--- src/hw/rtl/sha_pkg.sv ---
// ----------------------------------------------------------------------------
// sha_pkg
// Shared types, constants and round functions for the SHA-256 digest block.
// ----------------------------------------------------------------------------
package sha_pkg;

    typedef struct packed {
        logic [7:0] data_byte;
        logic       byte_present;
        logic       end_of_message;
    } t_item;

    typedef logic [7:0][31:0] t_digest;

    localparam logic [7:0]  PAD_MARK  = 8'h80;
    localparam logic [5:0]  LEN_START = 6'd56;

    localparam t_digest INIT_H = {
        32'h5be0cd19, 32'h1f83d9ab, 32'h9b05688c, 32'h510e527f,
        32'ha54ff53a, 32'h3c6ef372, 32'hbb67ae85, 32'h6a09e667
    };

    localparam logic [31:0] ROUND_K [64] = '{
        32'h428a2f98, 32'h71374491, 32'hb5c0fbcf, 32'he9b5dba5,
        32'h3956c25b, 32'h59f111f1, 32'h923f82a4, 32'hab1c5ed5,
        32'hd807aa98, 32'h12835b01, 32'h243185be, 32'h550c7dc3,
        32'h72be5d74, 32'h80deb1fe, 32'h9bdc06a7, 32'hc19bf174,
        32'he49b69c1, 32'hefbe4786, 32'h0fc19dc6, 32'h240ca1cc,
        32'h2de92c6f, 32'h4a7484aa, 32'h5cb0a9dc, 32'h76f988da,
        32'h983e5152, 32'ha831c66d, 32'hb00327c8, 32'hbf597fc7,
        32'hc6e00bf3, 32'hd5a79147, 32'h06ca6351, 32'h14292967,
        32'h27b70a85, 32'h2e1b2138, 32'h4d2c6dfc, 32'h53380d13,
        32'h650a7354, 32'h766a0abb, 32'h81c2c92e, 32'h92722c85,
        32'ha2bfe8a1, 32'ha81a664b, 32'hc24b8b70, 32'hc76c51a3,
        32'hd192e819, 32'hd6990624, 32'hf40e3585, 32'h106aa070,
        32'h19a4c116, 32'h1e376c08, 32'h2748774c, 32'h34b0bcb5,
        32'h391c0cb3, 32'h4ed8aa4a, 32'h5b9cca4f, 32'h682e6ff3,
        32'h748f82ee, 32'h78a5636f, 32'h84c87814, 32'h8cc70208,
        32'h90befffa, 32'ha4506ceb, 32'hbef9a3f7, 32'hc67178f2
    };

    function automatic logic [31:0] rotr(input logic [31:0] x, input int unsigned n);
        rotr = (x >> n) | (x << (32 - n));
    endfunction

    function automatic logic [31:0] big_sig0(input logic [31:0] x);
        big_sig0 = rotr(x, 2) ^ rotr(x, 13) ^ rotr(x, 22);
    endfunction

    function automatic logic [31:0] big_sig1(input logic [31:0] x);
        big_sig1 = rotr(x, 6) ^ rotr(x, 11) ^ rotr(x, 25);
    endfunction

    function automatic logic [31:0] small_sig0(input logic [31:0] x);
        small_sig0 = rotr(x, 7) ^ rotr(x, 18) ^ (x >> 3);
    endfunction

    function automatic logic [31:0] small_sig1(input logic [31:0] x);
        small_sig1 = rotr(x, 17) ^ rotr(x, 19) ^ (x >> 10);
    endfunction

endpackage

--- src/hw/rtl/sha_front.sv ---
// ----------------------------------------------------------------------------
// sha_front
// Input queue: take items, drop those with neither byte nor end flag.
// ----------------------------------------------------------------------------
module sha_front
    import sha_pkg::*;
(
    input  logic  i_clk,
    input  logic  i_rst_n,
    input  logic  i_push,
    input  t_item i_item,
    output logic  o_full,
    output logic  o_valid,
    output t_item o_item,
    input  logic  i_take
);

    t_item       r_mem [2];
    logic        r_wr;
    logic        r_rd;
    logic [1:0]  r_cnt;
    logic        n_store;
    logic        n_take;

    assign o_full  = r_cnt[1];
    assign o_valid = (r_cnt != 2'd0);
    assign o_item  = r_mem[r_rd];

    // keep only items that change state
    assign n_store = i_push && !o_full &&
                     (i_item.byte_present || i_item.end_of_message);
    assign n_take  = i_take && o_valid;

    always_ff @(posedge i_clk) begin
        if (n_store) begin
            r_mem[r_wr] <= i_item;
        end
        if (!i_rst_n) begin
            r_wr  <= 1'b0;
            r_rd  <= 1'b0;
            r_cnt <= 2'd0;
        end else begin
            if (n_store) begin
                r_wr <= ~r_wr;
            end
            if (n_take) begin
                r_rd <= ~r_rd;
            end
            r_cnt <= r_cnt + 2'(n_store) - 2'(n_take);
        end
    end

endmodule

--- src/hw/rtl/sha_core.sv ---
// ----------------------------------------------------------------------------
// sha_core
// Byte absorption, padding sequencer and one-round-per-cycle compression.
// ----------------------------------------------------------------------------
module sha_core
    import sha_pkg::*;
#(
    parameter int unsigned LENGTH_COUNTER_WIDTH = 61
) (
    input  logic    i_clk,
    input  logic    i_rst_n,
    input  logic    i_valid,
    input  t_item   i_item,
    output logic    o_take,
    input  logic    i_out_free,
    output logic    o_load,
    output t_digest o_digest
);

    typedef enum logic [7:0] {
        S_ABSORB = 8'b0000_0001,
        S_PAD80  = 8'b0000_0010,
        S_PADZ   = 8'b0000_0100,
        S_PADLEN = 8'b0000_1000,
        S_LOAD   = 8'b0001_0000,
        S_ROUND  = 8'b0010_0000,
        S_ADD    = 8'b0100_0000,
        S_DONE   = 8'b1000_0000
    } t_state;

    t_state                          r_state, n_state;
    t_state                          r_ret, n_ret;
    logic [5:0]                      r_pos;
    logic [LENGTH_COUNTER_WIDTH-1:0] r_cnt;
    logic [511:0]                    r_buf;
    logic [31:0]                     r_win [16];
    logic [31:0]                     r_v [8];
    t_digest                         r_h;
    logic [5:0]                      r_rnd;

    logic        n_shift;
    logic [7:0]  n_byte;
    logic [63:0] n_bits;
    logic [31:0] n_t1, n_t2, n_wnew;

    assign o_take   = (r_state == S_ABSORB);
    assign o_load   = (r_state == S_DONE) && i_out_free;
    assign o_digest = r_h;
    assign n_bits   = 64'(r_cnt) << 3;

    assign n_t1 = r_v[7] + big_sig1(r_v[4]) + ((r_v[4] & r_v[5]) ^ (~r_v[4] & r_v[6]))
                + ROUND_K[r_rnd] + r_win[0];
    assign n_t2 = big_sig0(r_v[0]) + ((r_v[0] & r_v[1]) ^ (r_v[0] & r_v[2])
                ^ (r_v[1] & r_v[2]));
    assign n_wnew = small_sig1(r_win[14]) + r_win[9] + small_sig0(r_win[1]) + r_win[0];

    always_comb begin
        n_state = r_state;
        n_ret   = r_ret;
        n_shift = 1'b0;
        n_byte  = 8'h00;
        unique case (r_state)
            S_ABSORB: begin
                if (i_valid) begin
                    if (i_item.byte_present) begin
                        n_shift = 1'b1;
                        n_byte  = i_item.data_byte;
                        if (r_pos == 6'd63) begin
                            n_state = S_LOAD;
                            n_ret   = i_item.end_of_message ? S_PAD80 : S_ABSORB;
                        end else if (i_item.end_of_message) begin
                            n_state = S_PAD80;
                        end
                    end else begin
                        n_state = S_PAD80;
                    end
                end
            end
            S_PAD80: begin
                n_shift = 1'b1;
                n_byte  = PAD_MARK;
                n_state = S_PADZ;
                if (r_pos == 6'd63) begin
                    n_state = S_LOAD;
                    n_ret   = S_PADZ;
                end
            end
            S_PADZ: begin
                if (r_pos == LEN_START) begin
                    n_state = S_PADLEN;
                end else begin
                    n_shift = 1'b1;
                    if (r_pos == 6'd63) begin
                        n_state = S_LOAD;
                        n_ret   = S_PADZ;
                    end
                end
            end
            S_PADLEN: begin
                n_shift = 1'b1;
                n_byte  = n_bits[{~r_pos[2:0], 3'b000} +: 8];
                if (r_pos == 6'd63) begin
                    n_state = S_LOAD;
                    n_ret   = S_DONE;
                end
            end
            S_LOAD:  n_state = S_ROUND;
            S_ROUND: n_state = (r_rnd == 6'd63) ? S_ADD : S_ROUND;
            S_ADD:   n_state = r_ret;
            S_DONE:  n_state = i_out_free ? S_ABSORB : S_DONE;
            default: n_state = S_ABSORB;
        endcase
    end

    always_ff @(posedge i_clk) begin
        if (n_shift) begin
            r_buf <= {r_buf[503:0], n_byte};
        end
        if (r_state == S_LOAD) begin
            for (int j = 0; j < 16; j++) begin
                r_win[j] <= r_buf[511 - 32*j -: 32];
            end
            for (int j = 0; j < 8; j++) begin
                r_v[j] <= r_h[j];
            end
        end
        if (r_state == S_ROUND) begin
            for (int j = 0; j < 15; j++) begin
                r_win[j] <= r_win[j+1];
            end
            r_win[15] <= n_wnew;
            for (int j = 1; j < 8; j++) begin
                r_v[j] <= r_v[j-1];
            end
            r_v[4] <= r_v[3] + n_t1;
            r_v[0] <= n_t1 + n_t2;
        end
        if (!i_rst_n) begin
            r_state <= S_ABSORB;
            r_ret   <= S_ABSORB;
            r_pos   <= 6'd0;
            r_cnt   <= '0;
            r_rnd   <= 6'd0;
            r_h     <= INIT_H;
        end else begin
            r_state <= n_state;
            r_ret   <= n_ret;
            if (n_shift) begin
                r_pos <= r_pos + 6'd1;
            end
            if (r_state == S_ABSORB && i_valid && i_item.byte_present) begin
                r_cnt <= r_cnt + 1'b1;
            end
            if (r_state == S_LOAD) begin
                r_rnd <= 6'd0;
            end else if (r_state == S_ROUND) begin
                r_rnd <= r_rnd + 6'd1;
            end
            if (r_state == S_ADD) begin
                for (int j = 0; j < 8; j++) begin
                    r_h[j] <= r_h[j] + r_v[j];
                end
            end
            if (o_load) begin
                r_h   <= INIT_H;
                r_cnt <= '0;
                r_pos <= 6'd0;
            end
        end
    end

endmodule

--- src/hw/rtl/sha_out.sv ---
// ----------------------------------------------------------------------------
// sha_out
// Digest hold register: shift out eight words, word 0 first.
// ----------------------------------------------------------------------------
module sha_out
    import sha_pkg::*;
(
    input  logic        i_clk,
    input  logic        i_rst_n,
    input  logic        i_load,
    input  t_digest     i_digest,
    output logic        o_free,
    output logic        o_empty,
    input  logic        i_pop,
    output logic [31:0] o_word,
    output logic [2:0]  o_index,
    output logic        o_last
);

    t_digest    r_words;
    logic [2:0] r_idx;
    logic       r_busy;

    assign o_free  = !r_busy;
    assign o_empty = !r_busy;
    assign o_word  = r_words[0];
    assign o_index = r_idx;
    assign o_last  = (r_idx == 3'd7);

    always_ff @(posedge i_clk) begin
        if (i_load && !r_busy) begin
            r_words <= i_digest;
        end else if (i_pop && r_busy) begin
            r_words <= {32'h0, r_words[7:1]};
        end
        if (!i_rst_n) begin
            r_busy <= 1'b0;
            r_idx  <= 3'd0;
        end else if (i_load && !r_busy) begin
            r_busy <= 1'b1;
            r_idx  <= 3'd0;
        end else if (i_pop && r_busy) begin
            r_idx <= r_idx + 3'd1;
            if (r_idx == 3'd7) begin
                r_busy <= 1'b0;
            end
        end
    end

endmodule

--- src/hw/rtl/sha256_message_digest_top.sv ---
// ----------------------------------------------------------------------------
// sha256_message_digest_top
// SHA-256 over a byte stream, eight digest words out per message.
// ----------------------------------------------------------------------------
// Push one message byte per word; raise end_of_message on the final word
// (with byte_present low for an end marker without a byte, so an empty
// message works). A two-entry input queue takes one word per cycle while
// not full; the core absorbs one byte per cycle while a word waits, and
// stalls the queue at each full 64-byte block for its compression (load,
// 64 rounds of the single round unit, chaining add). After the end word,
// padding is shifted in one byte per cycle outside the compressions, with
// one compression when the tail leaves room for the length and two when it
// spills into a second block. The digest then moves, once it is free, into
// an output register that drains through pop while the next message is
// absorbed. Words with neither a byte nor the end flag are dropped. The
// length counter wraps modulo 2^LENGTH_COUNTER_WIDTH.
// ----------------------------------------------------------------------------
module sha256_message_digest_top
    import sha_pkg::*;
#(
    parameter int unsigned LENGTH_COUNTER_WIDTH = 61
) (
    input  logic        i_clk,
    input  logic        i_rst_n,
    input  logic        push,
    output logic        full,
    input  logic [7:0]  i_data_byte,
    input  logic        i_byte_present,
    input  logic        i_end_of_message,
    output logic        empty,
    input  logic        pop,
    output logic [31:0] o_digest_word,
    output logic [2:0]  o_word_index,
    output logic        o_last_word
);

    t_item   w_in_item, w_q_item;
    logic    w_q_valid, w_take, w_free, w_load;
    t_digest w_digest;

    // pack the input word
    assign w_in_item = '{data_byte: i_data_byte, byte_present: i_byte_present,
                         end_of_message: i_end_of_message};

    sha_front u_front (
        .i_clk   (i_clk),
        .i_rst_n (i_rst_n),
        .i_push  (push),
        .i_item  (w_in_item),
        .o_full  (full),
        .o_valid (w_q_valid),
        .o_item  (w_q_item),
        .i_take  (w_take)
    );

    sha_core #(
        .LENGTH_COUNTER_WIDTH (LENGTH_COUNTER_WIDTH)
    ) u_core (
        .i_clk      (i_clk),
        .i_rst_n    (i_rst_n),
        .i_valid    (w_q_valid),
        .i_item     (w_q_item),
        .o_take     (w_take),
        .i_out_free (w_free),
        .o_load     (w_load),
        .o_digest   (w_digest)
    );

    sha_out u_out (
        .i_clk    (i_clk),
        .i_rst_n  (i_rst_n),
        .i_load   (w_load),
        .i_digest (w_digest),
        .o_free   (w_free),
        .o_empty  (empty),
        .i_pop    (pop),
        .o_word   (o_digest_word),
        .o_index  (o_word_index),
        .o_last   (o_last_word)
    );

`ifndef NO_ASSERTIONS
    // drain the last word: the result side must go empty next
    a_last_drains: assert property (@(posedge i_clk) disable iff (!i_rst_n)
        (!empty && pop && o_last_word) |=> empty)
        else $error("result side still holds a word after the last one");

    // hold the digest: no load while words are still waiting
    a_no_overwrite: assert property (@(posedge i_clk) disable iff (!i_rst_n)
        (w_load |-> empty))
        else $error("digest loaded over undrained words");

    // advance the index only on a pop
    a_index_hold: assert property (@(posedge i_clk) disable iff (!i_rst_n)
        (!empty && !pop) |=> (!empty && $stable(o_word_index)))
        else $error("word index moved without a pop");
`endif

endmodule

--- config.mk ---
export PLATFORM = sky130hd
export DESIGN_NAME = sha256_message_digest_top
export DESIGN_NICKNAME = d
export VERILOG_FILES = /design/src/hw/rtl/sha_pkg.sv /design/src/hw/rtl/sha_front.sv /design/src/hw/rtl/sha_core.sv /design/src/hw/rtl/sha_out.sv /design/src/hw/rtl/sha256_message_digest_top.sv
export SDC_FILE = /design/constraint.sdc
export NUM_CORES = 2
export LEC_CHECK = 0
export BUFFER_PORTS_ARGS = -buffer_cell sky130_fd_sc_hd__buf_2
export CAP_MARGIN = 20
export CELL_PAD_IN_SITES_DETAIL_PLACEMENT = 0
export CELL_PAD_IN_SITES_GLOBAL_PLACEMENT = 1
export CORE_MARGIN = 3
export CORE_UTILIZATION = 45
export DETAILED_ROUTE_END_ITERATION = 10
export MAX_ROUTING_LAYER = met4
export PLACE_DENSITY_LB_ADDON = 0.1
export SLEW_MARGIN = 5
export SYNTH_ARGS = -nofsm -noshare
export SYNTH_HDL_FRONTEND = slang
export SYNTH_SLANG_ARGS = --single-unit
--- constraint.sdc ---
create_clock -name i_clk -period 25.6 [get_ports i_clk]
set_input_delay 2.56 -clock i_clk [delete_from_list [all_inputs] [get_ports i_clk]]
set_output_delay 2.56 -clock i_clk [all_outputs]
set_load 0.05 [all_outputs]
Yosys cells after proc, flatten, opt, wreduce, memory -nomap -nowiden
Memories as Yosys holds them, arrays and structs flattened. A register that Yosys moved wholly into a read port is not among the register bits.
Index checks and enable logic that the tools add are counted.
- memory bits (writable): 788
- output and inout bits: 38
- ROM bits: 2048
- memories: 4
- logic and storage cells: 218
- register bits: 1121
- bits of input ports: 14
- memory list (memory ; depth ; width ; rd ports ; clocked after memory_dff ; wr ports ; RTL line ; text):
    (name not given) ; 64 ; 32 ; 1 ; 0 ; 0 ; sha_core.sv:52 ; + ROUND_K[r_rnd] + r_win[0];
    u_core.r_win ; 16 ; 32 ; 16 ; 0 ; 16 ; sha_core.sv:36 ; logic [31:0] r_win [16];
    u_core.r_v ; 8 ; 32 ; 8 ; 0 ; 8 ; sha_core.sv:37 ; logic [31:0] r_v [8];
    u_front.r_mem ; 2 ; 10 ; 1 ; 1 ; 1 ; sha_front.sv:18 ; t_item r_mem [2];
- $lt $le $gt $ge: 1
- bitwise logic cells: 57
- reduce and logical (&&, ||, !) cells: 21
- $add $sub $neg: 24
- multiplexer cells: 65
- eq/ne operators: 18
- shift operators: 1
- operators with widths (operator ; count):
    2-to-1 mux 32 bit ; 27
    adder 32 bit ; 18
    2-to-1 mux 256 bit ; 2
    bitwise XOR 32 bit ; 9
    bitwise AND 32 bit ; 5
    2-to-1 mux 8 bit ; 15
    one-hot mux 8 bit (8 select lines) ; 1
    indexed part select 64 x 7 -> 8 bit ; 1
    adder 61 x 1 -> 61 bit, second input constant ; 1
    NOT 32 bit ; 1
    OR 10 x 32 -> 32 bit ; 1
    OR 13 x 32 -> 32 bit ; 1
    OR 14 x 32 -> 32 bit ; 1
    OR 15 x 32 -> 32 bit ; 1
    OR 19 x 32 -> 32 bit ; 1
    OR 21 x 32 -> 32 bit ; 1
    OR 25 x 32 -> 32 bit ; 1
    OR 26 x 32 -> 32 bit ; 1
    OR 30 x 32 -> 32 bit ; 1
    OR 7 x 32 -> 32 bit ; 1
    one-hot mux 8 bit (4 select lines) ; 1
    bitwise XOR 32 x 22 -> 32 bit ; 1
    bitwise XOR 32 x 29 -> 32 bit ; 1
    OR 1 bit ; 25
    35 further kinds ; 69

Depth between registers and ports, before layout
An unclocked memory read counts as a cell.
- depth in word-level cells: 10
- mapped depth: 43
- depth with buffers taken out: 41

Cells and area by module
From an unflattened synthesis, not the netlist that was laid out.
- cell total of the unflattened synthesis: 9430
- area total of the unflattened synthesis: 101103.2 um^2
- by module, submodules not included (module ; cells each ; area an instance (um^2) ; sequential area each (um^2) ; times used):
    sha_core ; 8773 ; 87970.6 ; 45263.4 ; 1
    sha_out ; 601 ; 12169.2 ; 7767.4 ; 1
    sha_front ; 56 ; 963.4 ; 700.7 ; 1

Worst setup path after synthesis
No wires, ideal clock.
- path kind: register to register
- start: register u_core.r_state[1]
- end: register u_core.r_state[4]
- path buffers: 2
- arrival: 18.877 ns
- period minus slack after synthesis: 18.962 ns
- setup time: 0.086 ns
- stages on the path, launching flop included: 10
- required time: 25.514 ns
- path slack: 6.638 ns
- cells stage by stage: dfxtp_1 -> buf_2 -> nor3_2 -> nand4_1 -> clkbuf_1 -> nand2_1 -> nor4_1 -> a21oi_1 -> nand2_1 -> a211oi_1
- word-level cells in the longest chain between the ends: 3
- elaborated cells on any way between the ends: 12
- classes of those cells: 10 x eq/ne; 1 x mux; 1 x reduce/logical
- RTL lines (item ; RTL line ; text):
    start, declared ; sha_core.sv:31 ; t_state r_state, n_state;
    start signal, assigned ; sha_core.sv:146 ; r_state <= n_state;
    equality test 8 x 1 -> 1 bit ; sha_core.sv:62 ; unique case (r_state)
    != test 4 bit (no source line) / != test 2 x 1 -> 1 bit (equally long branches) ; -- ;
    AND reduction 2 bit (no source line) ; -- ;
Parallel ways exist; a longest one is shown, timed or not.
A chain may end at the register's enable or synchronous reset.

==> metrics.md <==
| Metric | Value |
|---|---|
| Fin area | 110,000 um2 |
| Slew Limit Fails | 0 |
| Post-route ant nets | 0 |
| Final setup violation count | 0 |
| Area Growth Syn to Fin | 9.70% |
| First drt pass iteration count | 7 |
| Pwr per Cell Area | 65.3 nW/um2 |
| Internal power | 5.47 mW |
| Vias in the first global route | 69,900 |
| Synth top area share | 46.7% |
| Fill count | 20,400 |
| Simple-gate share of the synthesized area | 17.2% |
| Post-synthesis area per instance | 10.1 um2 |
| Root Driver | clkbuf_16 |
| Cts repair resizes | 0 |
| Final Hold Viols | 0 |
| Sw power | 1.69 mW |
| DP Area | 103,000 um2 |
| Post-synth top flop | edfxtp_1 |
| Yosys cell types | 109 |
| WL/cell | 24.0 um |
| Leak | 42.9 nW |
| Total GRT Usage | 27.5% |
| DR vias/cell | 5.55 |
| XOR/XNOR Fraction of Synth Area | 5.36% |
| Net Sw Frac | 23.6% |
| Multiplexer area fraction after synthesis | 1.09% |
| Die area | 228,000 um2 |
| Crit share post-route | 41.6% |
| Total clock sinks | 1,906 |
| Placed cell count | 12,500 |
| Worst-Margin Slew | 1.14 ns |
| Post-CTS setup buffers | 0 |
| Routability Congestion | 0.934 |
| Setup_tns | 0 ns |
| Synth warn | 0 |
| Finished Layout Cells | 12,900 |
| Post-Syn Instances | 9,855 |
| Die Wd | 477 um |
| Period minus WS final | 10.66 ns |
| CP bufs+invs | 5 |
| First-pass GRT wire length | 460,000 um |
| DRT iter0 DRCs | 5,792 |
| #FFs+latches synth | 1,906 |
| Initial Utilization | 45.4% |
| Synth Cell Area | 100,000 um2 |
| Worst skew pair latency | 0.91 ns |
| Die Ht | 477 um |
| Top Family by Delay on Critical Path | compound AO/OA/AOI/OAI gates |
| HPWL Detailed | 216,000 um |
| Largest family of logic cells by synthesized area | simple AND/OR/NAND/NOR gates |
| H-tree depth | 4 |
| CTS tree | done |
| Max FO, Critical Path | 25 |
| Io pins | 52 |
| Max clock buf depth | 3 |
| Power, Total | 7.17 mW |
| RSZ-0062 raised after global routing | false |
| Hold Path Class | reg2reg |
| Layout Nets | 10,300 |
| Worst path required time | 26.17 ns |
| Async SR Flop Fraction | 0% |
| Crit end category | flip-flop |
| Critical Path Source Type | flip-flop |
| Critical path class | reg2reg |
| Post-synth top area cell | edfxtp_1 |
| Flop2flop setup slack | 14.94 ns |
| Port Buf Inserts | 51 |
| Largest net degree at the start of global routing | 191 |
| Syn_nets | 10,500 |
| Worst rel slew slack | 23.3% |
| Post-synth EDFFs | 1,556 |
| FMAX | 93.8 MHz |
| Core region area | 220,000 um2 |
| Row Count | 172 |
| GRT overflow | 0 |
| Fraction of layout cells with a size suffix above 1 | 5.50% |
| CTS clock-pin slew for the worst setup and hold paths | 0.06 ns |
| Adder-Cell Fraction of Synth Area | 9.15% |
| Vias | 71,300 |
| Most common cell on crit path | fa_1 |
| Largest cells by area after synthesis | edfxtp_1 (47%), nand2_1 (12%), dfxtp_1 (7.0%) |
| Worst Skew | 0.115 ns |
| Status | finished, final reports clean |
| Worst vdd ir | 86.7 uV |
| Compound-Gate Fraction of Synth Area | 10.4% |
| Cts hold-fix bufs | 0 |
| Num CTS Buffers | 209 |
| Max-Cap Viols | 0 |
| Antenna violations before repair | 2 |
| CP peak stage delay | 0.66 ns |
| Drt total wl | 309,000 um |
| Slowest cell on crit path | nor2b_1 |
| Sequential area share after synthesis | 53.7% |
| Sequential power share | 53.1% |
| WP data arrival | 11.23 ns |
| Logic pwr share | 4.9% |
| Clock group share of total power | 42.0% |
| DRC viols | 0 |
-- state kept, by name (all words and copies together), names as in the netlist, 6 cells and up, named ones only --
register,flops
u_out.o_word,32
u_core.r_v,256
u_core.r_cnt,61
u_core.r_state,8
u_core.o_digest,256
u_core.r_buf,512
u_core.r_pos,6
u_core.r_win,512
u_front.r_mem,20
u_out.r_words,224
u_core.r_rnd,6
-- final timing paths --
kind	cells after the start	start	to
min	0	u_core.r_buf[43]	u_core.r_buf[51]
max reg2reg	39	u_core.r_rnd[1]	u_core.r_v[0][31]
max	39	u_core.r_rnd[1]	u_core.r_v[0][31]
min reg2reg	0	u_core.r_buf[43]	u_core.r_buf[51]
-- routing by layer --
metal / GRT usage, % / vias to the layer above / share of wire, %
met5: - / - / 0
met4: 7.87 / 0 / 3.1
met3: 2.93 / 411 / 4.3
met2: 44.8 / 1752 / 48
met1: 36.5 / 35400 / 44
li1: - / 33700 / -
-- kinds of logic (layout without fill, tap and decap cells) --
group | count (synthesis) | count (layout)
adder cells (fa/ha/maj) | 619 | 619
other | 0 | 4
AND/OR/NAND/NOR | 4209 | 4209
multiplexers | 83 | 83
AO/OA/AOI/OAI | 1632 | 1632
XOR/XNOR | 612 | 612
buffers and inverters | 794 | 829
flip-flops | 1906 | 1906
-- Yosys cell counts (103+ instances only) --
master	count
o211ai_1	103
xor2_1	212
o21ai_0	340
ha_1	399
nor2_1	356
a21o_1	179
xnor2_1	400
clkbuf_1	432
fa_1	195
inv_1	294
dfxtp_1	350
nand3_1	113
nand2_1	3264
edfxtp_1	1556
a21oi_1	495
-- cell usage in the layout, fill, tap and decap left out, types with 61 or more instances in the layout --
cell type,Yosys,layout
o21ai_1,62,63
clkbuf_16,0,210
buf_4,33,75
fa_1,195,195
nor3_1,86,86
a21oi_1,495,495
o211ai_1,103,103
a211oi_1,69,69
edfxtp_1,1556,1556
nand3_1,113,113
xnor2_1,400,400
nand2_1,3264,3260
o21ai_0,340,339
o21a_1,61,61
a21o_1,179,179
xor2_1,212,212
dfxtp_1,350,346
nand2b_1,78,77
inv_1,294,293
nor2_1,356,353
ha_1,399,399
-- layout make-up --
type	instances	area [um2]	share of cell area, %
Tap cell	2958	3700	3.37
Timing Repair Buffer	138	1050	0.958
Inverter	299	1120	1.02
Clock buffer	280	5640	5.14
Sequential cell	1906	53700	49.0
Clock inverter	112	1220	1.11
Antenna cell	4	10.0	0.00913
Multi-Input combinational cell	7155	43200	39.4
-- power groups by stage --
stage / logic, mW / clock network [mW] / registers [mW]
2_1_floorplan: 0.252 / 0 / 4.04
3_3_place_gp: 0.357 / 0 / 3.86
3_5_place_dp: 0.363 / 0 / 3.87
4_1_cts: 0.361 / 3.08 / 3.81
6_report: 0.351 / 3.01 / 3.81
5_1_grt: 0.398 / 3.20 / 3.83
-- stage by stage --
stage / utilization, % / hold WS [ns] / setup slack, ns
final: 49.8 / 0.422 / 14.94
after CTS: 49.8 / 0.418 / 15.05
after detailed placement: 46.6 / 0.432 / 15.10
after global placement: 46.6 / 0.426 / 15.18
after floorplan: - / 0.426 / 6.64
after global routing: 49.8 / 0.445 / 14.49
No activity file was read; power rests on OpenSTA's default activity.
